--- src/hw/rtl/lhew_pkg.sv ---
package lhew_pkg;

  // result action codes
  typedef enum logic [2:0] {
    ACT_NONE           = 3'd0,
    ACT_MEM_RESTART    = 3'd1,
    ACT_LOCK_RESTART   = 3'd2,
    ACT_RADIO_RESET    = 3'd3,
    ACT_DETACH_RESTART = 3'd4
  } action_t;

  // indicator colors
  typedef enum logic [1:0] {
    IND_NONE  = 2'd0,
    IND_RED   = 2'd1,
    IND_GREEN = 2'd2
  } indicator_t;

  // configuration register indexes
  localparam int unsigned CFG_INDEX_W = 3;
  localparam logic [CFG_INDEX_W-1:0] CFG_GRACE        = 3'd0;
  localparam logic [CFG_INDEX_W-1:0] CFG_MEM_CRITICAL = 3'd1;
  localparam logic [CFG_INDEX_W-1:0] CFG_MEM_WARNING  = 3'd2;
  localparam logic [CFG_INDEX_W-1:0] CFG_RADIO_AFTER  = 3'd3;
  localparam logic [CFG_INDEX_W-1:0] CFG_HOST_AFTER   = 3'd4;

  localparam int unsigned CFG_DATA_W = 32;

  // configuration reset values
  localparam logic [15:0] GRACE_RESET        = 16'd60;
  localparam logic [15:0] MEM_CRITICAL_RESET = 16'd10;
  localparam logic [15:0] MEM_WARNING_RESET  = 16'd20;
  localparam logic [31:0] RADIO_AFTER_RESET  = 32'd1800;
  localparam logic [31:0] HOST_AFTER_RESET   = 32'd3600;

  // lowest role code that counts as attached
  localparam logic [2:0] ROLE_CHILD = 3'd2;

  typedef struct packed {
    logic [31:0] uptime_seconds;
    logic [15:0] free_memory_kb;
    logic        lock_obtained;
    logic        instance_present;
    logic [2:0]  link_role;
  } tick_t;

  typedef struct packed {
    action_t    action;
    logic       memory_warning;
    indicator_t indicator;
    logic       first_attach;
  } result_t;

  typedef struct packed {
    logic [15:0] grace_seconds;
    logic [15:0] memory_critical_kb;
    logic [15:0] memory_warning_kb;
    logic [31:0] radio_reset_after_s;
    logic [31:0] host_restart_after_s;
  } cfg_t;

  typedef struct packed {
    logic        ever_attached;
    logic        detach_watch_valid;
    logic [31:0] detach_start_time;
    logic        radio_reset_done;
  } wd_state_t;

  localparam wd_state_t STATE_RESET = '{
    ever_attached:      1'b0,
    detach_watch_valid: 1'b0,
    detach_start_time:  32'd0,
    radio_reset_done:   1'b0
  };

endpackage

--- src/hw/rtl/link_health_escalation_watchdog_core.sv ---
// path: an accepted tick beat is held in the tick register and evaluated as it moves into the result register
// throughput: one tick per cycle, sustained, with result_ready held high
// the rate is set by the single evaluation stage between the tick and result registers
// stalls: a full tick register is still refilled in the cycle its beat moves on
// reset (rst, synchronous, active high) empties both stages, clears the watchdog
//   state and loads the configuration registers with their default values
module link_health_escalation_watchdog_core (
  input  logic                                clk,
  input  logic                                rst,
  // tick channel
  input  logic                                tick_valid,
  output logic                                tick_ready,
  input  lhew_pkg::tick_t                     tick,
  // result channel
  output logic                                result_valid,
  input  logic                                result_ready,
  output lhew_pkg::result_t                   result,
  // configuration write channel
  input  logic                                cfg_valid,
  output logic                                cfg_ready,
  input  logic [lhew_pkg::CFG_INDEX_W-1:0]    cfg_index,
  input  logic [lhew_pkg::CFG_DATA_W-1:0]     cfg_data
);

  // input stage
  logic                 hold_valid;
  lhew_pkg::tick_t      hold_tick;

  // watchdog state and evaluation outputs
  lhew_pkg::wd_state_t  state;
  lhew_pkg::wd_state_t  state_next;
  lhew_pkg::result_t    eval_res;
  lhew_pkg::cfg_t       cfg;

  // handshake control
  logic                 out_free;
  logic                 advance;
  logic                 tick_fire;

  // configuration registers, always ready; writes must come only while idle, the block itself does not enforce it
  assign cfg_ready = 1'b1;

  lhew_cfg u_cfg (
    .clk       (clk),
    .rst       (rst),
    .cfg_valid (cfg_valid),
    .cfg_index (cfg_index),
    .cfg_data  (cfg_data),
    .cfg       (cfg)
  );

  // result register can take a beat when empty or being drained this cycle
  assign out_free   = !result_valid || result_ready;
  // the held tick is evaluated and committed when it moves into the result register
  assign advance    = hold_valid && out_free;
  // tick register refills when empty or when its beat moves on
  assign tick_ready = !hold_valid || out_free;
  assign tick_fire  = tick_valid && tick_ready;

  always_ff @(posedge clk) begin
    if (rst) begin
      hold_valid <= 1'b0;
    end else if (tick_ready) begin
      hold_valid <= tick_valid;
    end
  end

  // payload register, no reset needed
  always_ff @(posedge clk) begin
    if (tick_fire) begin
      hold_tick <= tick;
    end
  end

  // single pass decision: grace, memory, lock, instance, then link role
  lhew_eval u_eval (
    .tick    (hold_tick),
    .cfg     (cfg),
    .st      (state),
    .res     (eval_res),
    .st_next (state_next)
  );

  // watchdog state only changes as a tick commits
  always_ff @(posedge clk) begin
    if (rst) begin
      state <= lhew_pkg::STATE_RESET;
    end else if (advance) begin
      state <= state_next;
    end
  end

  // result register
  always_ff @(posedge clk) begin
    if (rst) begin
      result_valid <= 1'b0;
    end else if (out_free) begin
      result_valid <= hold_valid;
    end
  end

  always_ff @(posedge clk) begin
    if (advance) begin
      result <= eval_res;
    end
  end

  // a radio reset needs a running detach watch
  a_done_needs_watch: assert property (@(posedge clk) disable iff (rst)
    state.radio_reset_done |-> state.detach_watch_valid)
    else $error("radio reset marked without detach watch");

  // the detach watch only runs after a first attach
  a_watch_needs_attach: assert property (@(posedge clk) disable iff (rst)
    state.detach_watch_valid |-> state.ever_attached)
    else $error("detach watch running before any attach");

  // every restart action returns the state to reset
  a_restart_clears: assert property (@(posedge clk) disable iff (rst)
    advance && (eval_res.action == lhew_pkg::ACT_MEM_RESTART ||
                eval_res.action == lhew_pkg::ACT_LOCK_RESTART ||
                eval_res.action == lhew_pkg::ACT_DETACH_RESTART)
    |=> state == lhew_pkg::STATE_RESET)
    else $error("restart did not clear watchdog state");

  // state holds when no tick commits
  a_state_holds: assert property (@(posedge clk) disable iff (rst)
    !advance |=> $stable(state))
    else $error("watchdog state changed without a tick");

  // radio reset and first attach always report green
  a_green_report: assert property (@(posedge clk) disable iff (rst)
    result_valid && (result.action == lhew_pkg::ACT_RADIO_RESET || result.first_attach)
    |-> result.indicator == lhew_pkg::IND_GREEN)
    else $error("radio reset or first attach not reported green");

endmodule

--- src/hw/rtl/lhew_cfg.sv ---
module lhew_cfg (
  input  logic                                clk,
  input  logic                                rst,
  input  logic                                cfg_valid,
  input  logic [lhew_pkg::CFG_INDEX_W-1:0]    cfg_index,
  input  logic [lhew_pkg::CFG_DATA_W-1:0]     cfg_data,
  output lhew_pkg::cfg_t                      cfg
);

  always_ff @(posedge clk) begin
    if (rst) begin
      cfg.grace_seconds        <= lhew_pkg::GRACE_RESET;
      cfg.memory_critical_kb   <= lhew_pkg::MEM_CRITICAL_RESET;
      cfg.memory_warning_kb    <= lhew_pkg::MEM_WARNING_RESET;
      cfg.radio_reset_after_s  <= lhew_pkg::RADIO_AFTER_RESET;
      cfg.host_restart_after_s <= lhew_pkg::HOST_AFTER_RESET;
    end else if (cfg_valid) begin
      unique case (cfg_index)
        lhew_pkg::CFG_GRACE:        cfg.grace_seconds        <= cfg_data[15:0];
        lhew_pkg::CFG_MEM_CRITICAL: cfg.memory_critical_kb   <= cfg_data[15:0];
        lhew_pkg::CFG_MEM_WARNING:  cfg.memory_warning_kb    <= cfg_data[15:0];
        lhew_pkg::CFG_RADIO_AFTER:  cfg.radio_reset_after_s  <= cfg_data[31:0];
        lhew_pkg::CFG_HOST_AFTER:   cfg.host_restart_after_s <= cfg_data[31:0];
        default: ;
      endcase
    end
  end

endmodule

--- src/hw/rtl/lhew_eval.sv ---
module lhew_eval (
  input  lhew_pkg::tick_t      tick,
  input  lhew_pkg::cfg_t       cfg,
  input  lhew_pkg::wd_state_t  st,
  output lhew_pkg::result_t    res,
  output lhew_pkg::wd_state_t  st_next
);

  logic [31:0] start_eff;
  logic [31:0] elapsed;
  logic        in_grace;
  logic        mem_critical;
  logic        mem_warning;
  logic        attached;

  // a fresh detach watch starts at this tick, so elapsed is zero
  assign start_eff    = st.detach_watch_valid ? st.detach_start_time : tick.uptime_seconds;
  assign elapsed      = tick.uptime_seconds - start_eff;
  assign in_grace     = tick.uptime_seconds < {16'd0, cfg.grace_seconds};
  assign mem_critical = tick.free_memory_kb < cfg.memory_critical_kb;
  assign mem_warning  = tick.free_memory_kb < cfg.memory_warning_kb;
  assign attached     = tick.link_role >= lhew_pkg::ROLE_CHILD;

  always_comb begin
    res.action         = lhew_pkg::ACT_NONE;
    res.memory_warning = 1'b0;
    res.indicator      = lhew_pkg::IND_NONE;
    res.first_attach   = 1'b0;
    st_next            = st;
    priority if (in_grace) begin
      // ignored tick
    end else if (mem_critical) begin
      res.action    = lhew_pkg::ACT_MEM_RESTART;
      res.indicator = lhew_pkg::IND_RED;
      st_next       = lhew_pkg::STATE_RESET;
    end else begin
      res.memory_warning = mem_warning;
      priority if (!tick.lock_obtained) begin
        res.action    = lhew_pkg::ACT_LOCK_RESTART;
        res.indicator = lhew_pkg::IND_RED;
        st_next       = lhew_pkg::STATE_RESET;
      end else if (!tick.instance_present) begin
        // no instance, nothing to supervise
      end else if (attached) begin
        res.first_attach           = !st.ever_attached;
        res.indicator              = lhew_pkg::IND_GREEN;
        st_next.ever_attached      = 1'b1;
        st_next.detach_watch_valid = 1'b0;
        st_next.detach_start_time  = 32'd0;
        st_next.radio_reset_done   = 1'b0;
      end else if (st.ever_attached) begin
        st_next.detach_watch_valid = 1'b1;
        st_next.detach_start_time  = start_eff;
        priority if (elapsed >= cfg.host_restart_after_s && st.radio_reset_done) begin
          res.action    = lhew_pkg::ACT_DETACH_RESTART;
          res.indicator = lhew_pkg::IND_RED;
          st_next       = lhew_pkg::STATE_RESET;
        end else if (elapsed >= cfg.radio_reset_after_s && !st.radio_reset_done) begin
          res.action                = lhew_pkg::ACT_RADIO_RESET;
          res.indicator             = lhew_pkg::IND_GREEN;
          st_next.radio_reset_done  = 1'b1;
          st_next.detach_start_time = tick.uptime_seconds;
        end else begin
          // still waiting on the detach timer
        end
      end else begin
        // detached before any attach, timer stays idle
      end
    end
  end

endmodule

--- config.mk ---
export PLATFORM = sky130hd
export DESIGN_NAME = link_health_escalation_watchdog_core
export DESIGN_NICKNAME = d
export VERILOG_FILES = /design/src/hw/rtl/lhew_pkg.sv /design/src/hw/rtl/link_health_escalation_watchdog_core.sv /design/src/hw/rtl/lhew_cfg.sv /design/src/hw/rtl/lhew_eval.sv
export SDC_FILE = /design/constraint.sdc
export NUM_CORES = 1
export LEC_CHECK = 0
export BUFFER_PORTS_ARGS = -buffer_cell sky130_fd_sc_hd__buf_2
export CELL_PAD_IN_SITES_DETAIL_PLACEMENT = 1
export CELL_PAD_IN_SITES_GLOBAL_PLACEMENT = 1
export CORE_MARGIN = 2
export CORE_UTILIZATION = 42
export CTS_CLUSTER_DIAMETER = 30
export CTS_CLUSTER_SIZE = 12
export DETAILED_ROUTE_END_ITERATION = 10
export PLACE_DENSITY = 0.75
export SLEW_MARGIN = 20
export SYNTH_ARGS = -nofsm -noshare
export SYNTH_HDL_FRONTEND = slang
export SYNTH_SLANG_ARGS = --single-unit
--- constraint.sdc ---
create_clock -name clk -period 5.5 [get_ports clk]
set_input_delay 0.825 -clock clk [delete_from_list [all_inputs] [get_ports clk]]
set_output_delay 0.825 -clock clk [all_outputs]
set_load 0.005 [all_outputs]
Word-level counts from Yosys, hierarchy flattened

Cells that the tools add are included.

Register bits: 209
Bits of input ports: 93
Output and inout bits: 10

Add/sub/neg operators: 1
$lt $le $gt $ge: 6
Eq/ne operators: 7
Multiplexer cells: 24
Bitwise gates (word level): 5
Reductions and logical operators: 23

Operators by type and width:

| operator                                                                             | count |
|---|---|
| 35-bit two-way mux                                                                   | 5 |
| 33-bit two-way mux                                                                   | 2 |
| 32-bit greater-or-equal comparator                                                   | 2 |
| 16-bit < comparator                                                                  | 2 |
| 32-bit by 16-bit < comparator with 1-bit output                                      | 1 |
| 32-bit two-way mux                                                                   | 1 |
| 32-bit subtractor                                                                    | 1 |
| 2-bit two-way mux                                                                    | 11 |
| 2-bit AND reduction                                                                  | 5 |
| 3-bit by 2-bit == test with 1-bit output (second input constant)                     | 2 |
| 6-bit OR reduction                                                                   | 1 |
| 5-bit by 1-bit != test with 1-bit output (second input constant)                     | 1 |
| 1-bit NOT                                                                            | 5 |
| 5-bit AND reduction                                                                  | 1 |
| 5-bit OR reduction                                                                   | 1 |
| 1-bit logical AND                                                                    | 4 |
| 1-bit logical NOT                                                                    | 4 |
| 1-bit two-way mux                                                                    | 4 |
| 4-bit by 1-bit != test with 1-bit output (second input constant)                     | 1 |
| 4-bit AND reduction                                                                  | 1 |
| 4-bit OR reduction                                                                   | 1 |
| 3-bit by 1-bit == test with 1-bit output (second input constant)                     | 1 |
| 3-bit == test (second input constant)                                                | 1 |
| 3-bit by 2-bit greater-or-equal comparator with 1-bit output (second input constant) | 1 |
| 6 further kinds                                                                      | 7 |

Depth between registers and ports, before layout

Gate-level depths: netlist (run 1).

Word-level depth: 11
Mapped depth: 26

Hierarchy

From an unflattened synthesis (run 1), not the netlist that was laid out.

Cells, all modules: 1424
Area total of the unflattened synthesis: 13636.8 sq um

Modules (own cells, without submodules):

| module                               | times used | cells each | area an instance (sq um) | sequential area each (sq um) |
|---|---|---|---|---|
| lhew_eval                            | 1          | 786        | 5659.2                   | 0.0 |
| lhew_cfg                             | 1          | 414        | 4500.6                   | 2242.2 |
| link_health_escalation_watchdog_core | 1          | 224        | 3477.1                   | 2542.4 |

Worst setup path after synthesis (run 1)

No wires, ideal clock.

Kind: reg-to-reg
From: register state[33] (netlist bit)
To: register state[10] (netlist bit)
Setup time: 117 ps
Arrival time: 5350 ps
Path slack: 34 ps
Stages on the path, launching flop included: 25
Cells stage by stage: dfxtp_1 -> clkbuf_1 -> buf_1 -> nand2_1 -> o21ai_0 -> ha_1 -> inv_1 -> fa_1 -> a211oi_1 -> o211ai_1 -> a41oi_2 -> a211oi_1 -> a211oi_2 -> a21oi_1 -> o31ai_2 -> mux2i_1 -> nand3_1 -> ha_1 -> nand4_1 -> or3_1 -> o41ai_1 -> nand2_1 -> a41o_2 -> buf_6 -> a22o_1

Longest elaborated chain between the ends: 11
Elaborated cells on any way between the ends: 13

Ends and longest elaborated chain:

| item                               | RTL line                                   | RTL |
|---|---|---|
| start, declared                    | link_health_escalation_watchdog_core.sv:30 | `lhew_pkg::wd_state_t state;` |
| start signal, assigned             | link_health_escalation_watchdog_core.sv:87 | `state <= lhew_pkg::STATE_RESET;` |
| start signal, assigned             | link_health_escalation_watchdog_core.sv:89 | `state <= state_next;` |
| 32-bit two-way mux (*)             | lhew_eval.sv:17                            | `assign start_eff = st.detach_watch_valid ? st.detach_start_time : tick.uptime_seconds;` |
| 32-bit subtractor                  | lhew_eval.sv:18                            | `assign elapsed = tick.uptime_seconds - start_eff;` |
| 32-bit greater-or-equal comparator | lhew_eval.sv:58                            | `end else if (elapsed >= cfg.radio_reset_after_s && !st.radio_reset_done) begin` |
| 1-bit logical AND                  | lhew_eval.sv:58                            |  |
| 33-bit two-way mux                 | lhew_eval.sv:58                            |  |
| 33-bit two-way mux (*)             | lhew_eval.sv:54                            | `priority if (elapsed >= cfg.host_restart_after_s && st.radio_reset_done) begin` |
| 35-bit two-way mux (*)             | lhew_eval.sv:51                            | `end else if (st.ever_attached) begin` |
| 35-bit two-way mux (*)             | lhew_eval.sv:44                            | `end else if (attached) begin` |
| 35-bit two-way mux (*)             | lhew_eval.sv:42                            | `end else if (!tick.instance_present) begin` |
| 35-bit two-way mux (*)             | lhew_eval.sv:38                            | `priority if (!tick.lock_obtained) begin` |
| 35-bit two-way mux (*)             | lhew_eval.sv:32                            | `end else if (mem_critical) begin` |

Mark *: on every way between the ends. The rest lies on a longest branch, timed or not. The select of a mux whose other input is x is not followed.
A chain may end at the register's enable or synchronous reset.

Worst setup path after layout (run 1)

From: register state[33] (netlist bit)
To: register state[32] (netlist bit)

Same word-level chain as after synthesis.

==> reports/summary.txt, run 1 <==
Final period util - 99.3%
worst-case reg-to-reg path depth - 24
Startpoint Class - register
Final Hold Viols - 0
row count - 60
Syn Inst Count - 1284
Post-synth top flop - dfxtp_1
Clock Pin Slew Worst Setup and Hold Paths - 50 ps
main combinational cell family by area after synthesis - compound AO/OA/AOI/OAI gates
Critical Path, Cell by Cell - buf_12 > mux2i_2 > ha_4 > a2111o_1 > o21a_1 > a22o_1 > a41oi_2 > buf_4 > a21boi_1 > o21a_1 > nor2_1 > xnor2_1 > ha_1 > a21o_1 > a21o_1 > a21oi_2 > o31ai_4 > a311oi_2 > a21oi_2 > nor2b_2 > nor4b_4 > buf_6 > clkbuf_16 > a22o_1
# DRC - 0
final cell count without fillers - 1840
adder-cell share of the synthesized area - 15.3%
Synth Area in XOR/XNOR - 1.73%
post-synth net total - 1519
largest net degree at the start of global routing - 101
min-delay src - tick[3]
FILL cells - 3093
# setup viols final - 0
Worst Hold Endpoint - hold_tick[3]
simple-gate share of the synthesized area - 14.1%
CP max stage delay - 410 ps
Port Buf Inserts - 100
Yosys top cell area share - 25.6%
CP bufs+invs - 4
Hold WC Path Type - input pin to register
Ports - 103
CP top delay family - compound AO/OA/AOI/OAI gates
GRT Util Overall - 22.8%
share of cells above drive strength 1 - 18.7%
Clock Tree Buf Depth - 3
hpwl dp - 22800 um
Max stage delay cell, worst path - dfxtp_4
routed via count - 9891
Yosys cell types - 68
min cycle time layout - 5460 ps
GP Congestion - 0.800
FF-to-FF Start - state[33]
CTS root buffer - clkbuf_16
TritonCTS Buffers - 56
post-synth top area cell - dfxtp_1
CTS tree - done
critical path arrival - 5900 ps
Slew @ Worst Pin - 870 ps
Initial Util - 43.0%
EDFF count, synth - 59
worst skew pair latency - 550 ps
Peak Freq - 183 MHz
Area Overhead vs Synth - 26.9%
Yosys warning total - 0
RR Endpoint - state[32]
wire per inst - 18.2 um
Pre-Repair DR Iteration Count - 4
WP data required - 5940 ps
setup ws final - 37.1 ps
Clock Skew - 11.1 ps
sequential fraction of the synthesis area - 40.8%
Antenna Violating Nets Remaining - 0
LEAKAGE - 0.00603 uW
H-tree levels - 2
mapped cell area - 11600 um2
initial antenna violation count - 0
DP Cell Count - 1726
max_cap viols - 0
RSZ-0062 raised after global routing - true
remaining global-route overflow - 0
DP Worst Slack - -4.89 ps
die width - 171 um
flop-to-flop setup slack - 40 ps
# diodes - 0
crit end category - register
Die Y - 171 um
largest fanout on the critical path - 16
Synth async-reset ratio - 0%
status - completed
relative slew slack - 42.0%
max-slew violation count - 0
Via density - 5.38
peak supply drop - 290 uV
drt total wl - 33600 um
FF+latch count, synth - 208
vias in the first global route - 10663
First DRT Iteration DRCs - 362
Area contributors post-synth - dfxtp_1 26%, edfxtp_1 15%, ha_1 15%
CTS sink cnt - 208
hold depth - 1
Power Density - 390 nW/um2
complex-gate fraction of the synthesized area - 19.6%
Die ar. - 29100 um2
critical path class - register to register
post-synthesis mux area share - 2.66%
global-route wire length before repair - 53000 um
nets - 1655
synthesized area per cell - 9.07 um2
Core Box Area - 27100 um2
[flip-flops by register name, indices dropped and copies added, names as in the netlist]
register      cells
hold_valid        1
u_cfg.cfg       112
result            7
result_valid      1
hold_tick        52
state            35
[per-layer routing]
layer / global-route usage, % / share of wire (%)
met3: 3.68 / 3.9
met5: 0 / 0
met2: 42.4 / 51
met1: 26.3 / 42
met4: 8.14 / 3.2
[synth_stat cells (3+ instances only)]
cell type  instances
mux2i_1           31
ha_1             141
nor3_1             7
nor2b_1           10
dfxtp_1          149
and4_1             3
o21a_1             7
nand2b_1          14
xnor2_1           15
and2_1             3
edfxtp_1          59
nor2_1            35
nand4_1           21
buf_6              6
o211ai_1          21
clkbuf_1          40
xor2_1             8
a21boi_0           3
a21o_1            60
a211o_1            3
o21ai_0           21
nand3_1           11
a31oi_1            4
or2_2              3
o22ai_1            4
inv_1            117
a21oi_1          147
a22o_1            33
a211oi_1           8
nor4_1             5
nand2_1          232
o21ai_1            3
and3_1            12
[worst register-to-register path: stages (launching register included)]
cell and delay, ps:
dfxtp_4 410, buf_12 190, mux2i_2 320, ha_4 260, a2111o_1 370, o21a_1 230, a22o_1 270, a41oi_2 310
buf_4 170, a21boi_1 100, o21a_1 200, nor2_1 110, xnor2_1 210, ha_1 310, a21o_1 180, a21o_1 190
a21oi_2 210, o31ai_4 90, a311oi_2 290, a21oi_2 110, nor2b_2 210, nor4b_4 90, buf_6 140, clkbuf_16 170
a22o_1 230
[worst max path at each step]
stage,endpoint,from,cells past startpoint,slack [ps]
2_1_floorplan,state[10],state[33],24,30
5_1_grt,state[25],hold_tick[22],22,-230
3_5_place_dp,state[20],hold_tick[21],22,-5
4_1_cts,state[24],state[33],22,30
6_report,state[32],state[33],24,40
3_3_place_gp,state[4],state[33],22,130
[power by group]
part / switching, uW / internal [uW]
Sequential: 34.6 / 1630
Combinational: 431 / 317
Clock: 1030 / 2320
Total: 1490 / 4270
[cells by family after synthesis]
group / after synthesis
AND/OR/NAND/NOR: 367
AO/OA/AOI/OAI: 346
flip-flops: 208
buffers and inverters: 166
adder cells (fa/ha/maj): 142
multiplexers: 31
XOR/XNOR: 23
other: 1
[layout by cell type (no fill, tap or decap), types with 33 or more instances in the layout]
| cell | count |
|---|---|
| nand2_1 | 231 |
| dfxtp_1 | 148 |
| a21oi_1 | 145 |
| ha_1 | 138 |
| inv_1 | 115 |
| buf_2 | 100 |
| a21o_1 | 60 |
| clkbuf_16 | 60 |
| edfxtp_1 | 59 |
| nor2_1 | 34 |
| a22o_1 | 33 |
[repair_timing]
| action | 4_1_cts | 5_1_grt |
|---|---|---|
| gates cloned | 0 | 2 |
| pin swaps | 0 | 20 |
| setup endpoints to repair | 1 | 36 |
| gates resized for setup | 1 | 32 |
| buffers inserted | 0 | 5 |
| hold buffers | 0 | 0 |
[stage by stage]
stage | util [%] | hold slack (ps) | total power (uW) | instance area [um2] | TNS, ps
floorplan | - | 436 | 2160 | 11600 | 0
global placement | 46.4 | 442 | 2360 | 12600 | 0
detailed placement | 46.4 | 447 | 2400 | 12600 | -15.2
CTS | 53.7 | 421 | 5790 | 14600 | 0
global route | 54.5 | 425 | 5990 | 14800 | -6560
finish | 54.5 | 448 | 5760 | 14800 | 0
[area by class of cell]
class,count,area [um2],share of cell area [%]
Multi-Input combinational cell,910,6360,43.0
Inverter,117,439,2.97
Sequential cell,208,4760,32.2
Timing Repair Buffer,127,778,5.26
Clock inverter,42,455,3.08
Clock buffer,64,1530,10.3
Tap cell,372,465,3.15
(Power assumes the default switching activity.)
==> run 2: changes to the inputs <==
--- a/config.mk
+++ b/config.mk
@@ -9,7 +9,7 @@
 export CELL_PAD_IN_SITES_DETAIL_PLACEMENT = 1
 export CELL_PAD_IN_SITES_GLOBAL_PLACEMENT = 1
 export CORE_MARGIN = 2
-export CORE_UTILIZATION = 42
+export CORE_UTILIZATION = 43
 export CTS_CLUSTER_DIAMETER = 30
 export CTS_CLUSTER_SIZE = 12
 export DETAILED_ROUTE_END_ITERATION = 10
@@ -17,4 +17,5 @@
 export SLEW_MARGIN = 20
 export SYNTH_ARGS = -nofsm -noshare
 export SYNTH_HDL_FRONTEND = slang
+export SYNTH_HIERARCHICAL = 1
 export SYNTH_SLANG_ARGS = --single-unit
==> run 2 against run 1 <==
Compared with the run above:
- count of clock-buffer cells in the layout increased by 7
- clock skew rose by 6.7 ps
- largest cell class unchanged
- fmax increased by 0.48%
- sequential cell count did not move
- register-to-register slack improved by 30 ps
- cell count grew 9.9%
- non-clock buffer count is 24 higher
- first-iteration DRC count up 51%
- synthesized cell count up 11%
- worst setup slack improved by 26 ps
==> reports/summary.txt, run 2 <==
Power Density - 372 nW/um2 (-4.5%)
wire per inst - 19.8 um (+8.7%)
H-tree levels - 2 (unchanged)
# DRC - 0 (unchanged)
Power Total - 6380 uW (+11%)
max_cap viols - 0 (unchanged)
synthesized area per cell - 9.56 um2 (+5.4%)
Final Hold Viols - 0 (unchanged)
mapped cell area - 13600 um2 (+17%)
commonest non-fill, non-tap cells in the layout - 207 x nand2b_1, 173 x mux2i_1, 148 x dfxtp_1
WP data required - 6010 ps (+70 ps)
hold depth - 1 (unchanged)
Largest Register - u_cfg/cfg
Pre-Repair DR Iteration Count - 5 (+1)
commonest non-fill, non-tap cell in the layout - nand2b_1
Clock Tree Buf Depth - 3 (unchanged)
Die ar. - 33100 um2 (+14%)
Clock Pin Slew Worst Setup and Hold Paths - 50 ps (about the same)
Hold WC Path Type - input pin to register
hold_ws - 407 ps (-41.0 ps)
max-slew violation count - 0 (unchanged)
share of cells above drive strength 1 - 18.9% (+0.16 points)
status - completed
GP Congestion - 0.849 (+6.0%)
largest fanout on the critical path - 8 (-8)
peak supply drop - 320 uV (+10%)
Largest regs - u_cfg/cfg x112, hold_tick x52, state x35
relative slew slack - 32.6% (-9.4 points)
CTS root buffer - clkbuf_16
CTS tree - done
min cycle time layout - 5440 ps (-26.3 ps)
global-route wire length before repair - 64200 um (+21%)
First DRT Iteration DRCs - 548 (+51%)
routed via count - 11190 (+13%)
Ports - 103 (unchanged)
Die Y - 182 um (+6.7%)
vias in the first global route - 12205 (+14%)
GRT Util Overall - 24.3% (+1.5 points)
worst-case reg-to-reg path depth - 27 (+13%)
hold_buf cts - 0 (unchanged)
die width - 182 um (+6.7%)
# setup viols final - 0 (unchanged)
TritonCTS Buffers - 60 (+7.1%)
initial antenna violation count - 0 (unchanged)
Core Box Area - 31400 um2 (+16%)
Slew @ Worst Pin - 1010 ps (+136 ps)
Syn Inst Count - 1423 (+11%)
max FFs per register - 112 (unchanged)
largest net degree at the start of global routing - 98 (-3.0%)
critical path class - register to register
Port Buf Inserts - 100 (unchanged)
Startpoint Class - register
worst skew pair latency - 590 ps (+40 ps)
post-synth net total - 1658 (+9.2%)
Yosys warning total - 6 (+6)
LEAKAGE - 0.00728 uW (+21%)
row count - 65 (+8.3%)
crit end category - register
area of the multi-input gates - 8160 um2 (+28%)
Final Core Density - 54.7% (+0.14 points)
hpwl dp - 27100 um (+19%)
FILL cells - 3424 (+11%)
remaining global-route overflow - 0 (unchanged)
Final period util - 98.8% (-0.48 points)
Clock Skew - 17.8 ps (+6.75 ps)
RSZ-0062 raised after global routing - true
# diodes - 0 (unchanged)
drt total wl - 40100 um (+19%)
nets - 1803 (+8.9%)
critical path arrival - 5950 ps (+50 ps)
Initial Util - 43.3% (+0.37 points)
FF+latch area - 4760 um2 (unchanged)
Peak Freq - 184 MHz (+0.48%)
Antenna Violating Nets Remaining - 0 (unchanged)
CTS sink cnt - 208 (unchanged)
Via density - 5.53 (+3.0%)
Area Overhead vs Synth - 26.2%
## run 2: area by class of cell
class                   count  share of cell area (%)
clock buffers              71                    9.17
clock inverters            43                    3.98
flip-flops and latches    208                    27.7
repair buffers            151                    5.50
inverters                 146                    3.19
multi-input cells        1001                    47.5
well taps                 402                    2.93
## run 2: path summary, 6_finish.rpt
check / start / to / slack, ps
hold / removal: tick[26] / hold_tick[26] / 410
hold reg to reg: u_cfg/cfg[60] / u_cfg/cfg[60] / 470
setup / recovery: state[33] / state[4] / 60
setup reg to reg: state[33] / state[4] / 60
## run 2: repair_timing
item                                    4_1_cts  5_1_grt
gates cloned                                  0        2
endpoints found under the setup margin       29       37
pin swaps                                     0       23
gates resized for setup                       4       43
setup buffers                                 0       12
## run 2: worst max-delay path: stages, from the launching register on
cell and delay, ps:
dfxtp_4 440, nand2_2 70, o21ai_2 60, ha_2 200
inv_2 40, fa_2 420, a211oi_4 340, nor4_4 70
o2111ai_2 270, a31oi_2 160, a221o_2 440, a211oi_4 300
o21bai_1 90, a21oi_1 160, xnor2_1 130, ha_1 320
nand4_1 140, or3_1 330, o211ai_1 90, buf_4 190
a21bo_4 140, a31o_4 90, o211ai_1 160, buf_4 230
buf_6 120, o211ai_1 160, nand2b_1 80, mux2i_1 120
## run 2: stage by stage
| stage | setup slack (ps) | setup TNS [ps] | area (um2) | std cells |
|---|---|---|---|---|
| 6_report | 63.4 | 0 | 17200 | 2022 |
| 4_1_cts | 11.1 | 0 | 16900 | 2008 |
| 5_1_grt | -200 | -3720 | 17200 | 2022 |
| 2_1_floorplan | 33.4 | 0 | 13600 | 1423 |
| 3_5_place_dp | -78.5 | -818 | 14700 | 1894 |
| 3_3_place_gp | 44.2 | 0 | 14700 | 1894 |
## run 2: power breakdown
part	total [uW]	internal, uW	switching (uW)	leakage, uW
sequential	1670	1630	40.7	0.00178
clock	3880	2820	1060	0.00109
combinational	834	364	470	0.00441
total	6380	4820	1570	0.00728
## run 2: metal layers
metal	track usage [%]	up-vias	routed length, um
met1	27.8	5517	16600
met2	45.2	232	21000
li1	-	5361	-
met4	9.77	0	1170
met5	0	-	0
met3	3.87	80	1380
==> run 3: changes to the inputs <==
--- a/config.mk
+++ b/config.mk
@@ -5,16 +5,16 @@
 export SDC_FILE = /design/constraint.sdc
 export NUM_CORES = 1
 export LEC_CHECK = 0
+export ABC_AREA = 1
 export BUFFER_PORTS_ARGS = -buffer_cell sky130_fd_sc_hd__buf_2
 export CELL_PAD_IN_SITES_DETAIL_PLACEMENT = 1
 export CELL_PAD_IN_SITES_GLOBAL_PLACEMENT = 1
 export CORE_MARGIN = 2
-export CORE_UTILIZATION = 43
+export CORE_UTILIZATION = 40
 export CTS_CLUSTER_DIAMETER = 30
 export CTS_CLUSTER_SIZE = 12
 export DETAILED_ROUTE_END_ITERATION = 10
 export PLACE_DENSITY = 0.75
-export SLEW_MARGIN = 20
 export SYNTH_ARGS = -nofsm -noshare
 export SYNTH_HDL_FRONTEND = slang
 export SYNTH_HIERARCHICAL = 1
==> run 3 against run 2 <==
Compared with the run above:
- synthesized cell count grew 61%
- sequential power grew 4%
- non-clock buffer count shrank 23
- sequential share of layout area shrank 1.5 points
- critical endpoint is now state[23]
- worst setup slack gained 380 ps
- sequential cell count is the same
- wire length grew 24%
- largest power group unchanged
- highest routed layer unchanged
==> reports/summary.txt, run 3 <==
die width - 199 um (+9.3%)
Syn Inst Count - 2286 (+61%)
max FFs per register - 112 (unchanged)
Most common cell on crit path - nand2_1
Die Y - 199 um (+9.3%)
Clock power frac - 52.1% (-8.6 points)
vias in the first global route - 15972 (+31%)
Pre-Repair DR Iteration Count - 5 (unchanged)
CTS sink cnt - 208 (unchanged)
Startpoint Class - register
mapped cell area - 15200 um2 (+11%)
largest net degree at the start of global routing - 73 (-26%)
Final Cell Area - 18100 um2 (+5.6%)
LEAKAGE - 0.00853 uW (+17%)
worst skew pair latency - 600 ps (about the same)
initial antenna violation count - 0 (unchanged)
TritonCTS Buffers - 57 (-5.0%)
setup_tns - 0 ps (unchanged)
Flop pwr share - 24.8% (-1.4 points)
fraction of power spent switching nets - 31.2% (+6.6 points)
NetSw - 2180 uW (+39%)
RSZ-0062 raised after global routing - false
Via density - 5.11 (-7.7%)
Initial Util - 40.5% (-2.9 points)
GP Congestion - 0.828 (-2.4%)
drt total wl - 49700 um (+24%)
min cycle time layout - 5060 ps (-381 ps)
# DRC - 0 (unchanged)
Clock Pin Slew Worst Setup and Hold Paths - 40 ps (about the same)
Slew @ Worst Pin - 1130 ps (+120 ps)
First DRT Iteration DRCs - 533 (-2.7%)
Antenna Violating Nets Remaining - 0 (unchanged)
Hold WC Path Type - input pin to register
H-tree levels - 2 (unchanged)
GRT Util Overall - 25.6% (+1.3 points)
Largest regs - u_cfg/cfg x112, hold_tick x52, state x35
max-slew violation count - 0 (unchanged)
status - completed
crit end category - register
relative slew slack - 24.9% (-7.6 points)
Ports - 103 (unchanged)
commonest non-fill, non-tap cell in the layout - nand2_1
Gate power share - 23.1% (+10 points)
# diodes - 0 (unchanged)
Core Box Area - 37500 um2 (+19%)
Final period util - 91.9% (-6.9 points)
row count - 71 (+9.2%)
Area Overhead vs Synth - 19.5%
# setup viols final - 0 (unchanged)
CTS tree - done
global-route wire length before repair - 79800 um (+24%)
Largest Register - u_cfg/cfg
Clock Tree Buf Depth - 3 (unchanged)
remaining global-route overflow - 0 (unchanged)
post-synth net total - 2521 (+52%)
nets - 2607 (+45%)
CP max stage delay - 470 ps (+30 ps)
Final Hold Viols - 0 (unchanged)
Clock Skew - 27.1 ps (+9.31 ps)
hpwl dp - 34000 um (+25%)
peak supply drop - 304 uV (-4.9%)
Pint - 4810 uW (-0.21%)
share of cells above drive strength 1 - 12.6% (-6.3 points)
synthesized area per cell - 6.64 um2 (-31%)
Yosys warning total - 6 (unchanged)
Max stage delay cell, worst path - dfxtp_4
area of the multi-input gates - 8730 um2 (+7.1%)
wire per inst - 16.9 um (-15%)
Power Density - 385 nW/um2 (+3.6%)
routed via count - 14984 (+34%)
critical path class - register to register
FF+latch area - 4760 um2 (about the same)
commonest non-fill, non-tap cells in the layout - 677 x nand2_1, 303 x nor2_1, 294 x inv_1
Die ar. - 39500 um2 (+19%)
Peak Freq - 198 MHz (+7.5%)
Port Buf Inserts - 100 (unchanged)
max_cap viols - 0 (unchanged)
hold_buf cts - 0 (unchanged)
largest fanout on the critical path - 16 (+8)
critical path arrival - 5530 ps (-420 ps)
CTS root buffer - clkbuf_16
FILL cells - 4940 (+44%)
WP data required - 5980 ps (-30 ps)
dpl cell area - 15900 um2 (+8.8%)
==> run 3: cell count changes in the layout (fill, tap and decap cells not counted), moves of 40 or more <==
cell	before	now
nand2_1	61	677
nor2_1	40	303
nand3_1	8	163
a21o_1	46	6
a21oi_1	52	128
o21ai_0	15	85
nand2b_1	207	0
inv_1	143	294
mux2i_1	173	0
==> run 3: worst max-delay path, delay by kind of cell (launching register included) <==
kind / cells / cell delay (ps)
AOI/OAI and AO/OA: 5 / 840
xor gates and xnor gates: 1 / 190
adders and majority gates: 2 / 640
buffers and inverters: 5 / 740
DFF: 1 / 470
and+or+nand+nor: 18 / 2040
==> run 3: final timing paths <==
kind	start	to	slack, ps	cells past startpoint
max	state[33]	state[23]	440	31
min	tick[14]	hold_tick[14]	400	1
max reg2reg	state[33]	state[23]	440	31
min reg2reg	u_cfg/cfg[4]	u_cfg/cfg[4]	470	2
==> run 3: per-layer routing <==
layer	global-route usage [%]	routed length (um)	up-vias
met2	47.0	24900	254
met1	30.1	21700	7201
li1	-	-	7436
met5	0	0	-
met3	4.09	1740	93
met4	8.68	1370	0
==> run 3: cell type report <==
cell class,instances,area share [%]
sequential,208,26.3
clock inverter,44,3.33
multi-input combinational,1671,48.2
timing repair buffer,128,4.00
clock buffer,64,8.35
inverter,306,6.34
tap,511,3.53
==> run 3: what timing repair did <==
action / CTS / global route
buffers inserted: 0 / 1
gates resized for setup: 0 / 17
endpoints found under the setup margin: 0 / 38
==> run 3: metrics by stage <==
stage	hold slack [ps]	worst slack, ps	total power (uW)	util, %	instances
2_1_floorplan	429	1220	2900	-	2286
6_report	398	444	6980	48.3	2932
4_1_cts	363	53.7	7030	48.2	2931
5_1_grt	364	4.13	7370	48.3	2932
3_5_place_dp	452	116	3340	42.5	2823
3_3_place_gp	442	272	3260	42.5	2823
==> run 3: power groups by stage <==
| stage | clock (uW) | combinational [uW] | sequential [uW] |
|---|---|---|---|
| after global placement | 0 | 1500 | 1760 |
| after global routing | 3780 | 1850 | 1740 |
| final | 3640 | 1610 | 1730 |
| after detailed placement | 0 | 1580 | 1760 |
| after floorplan | 0 | 1170 | 1730 |
| after CTS | 3700 | 1600 | 1730 |
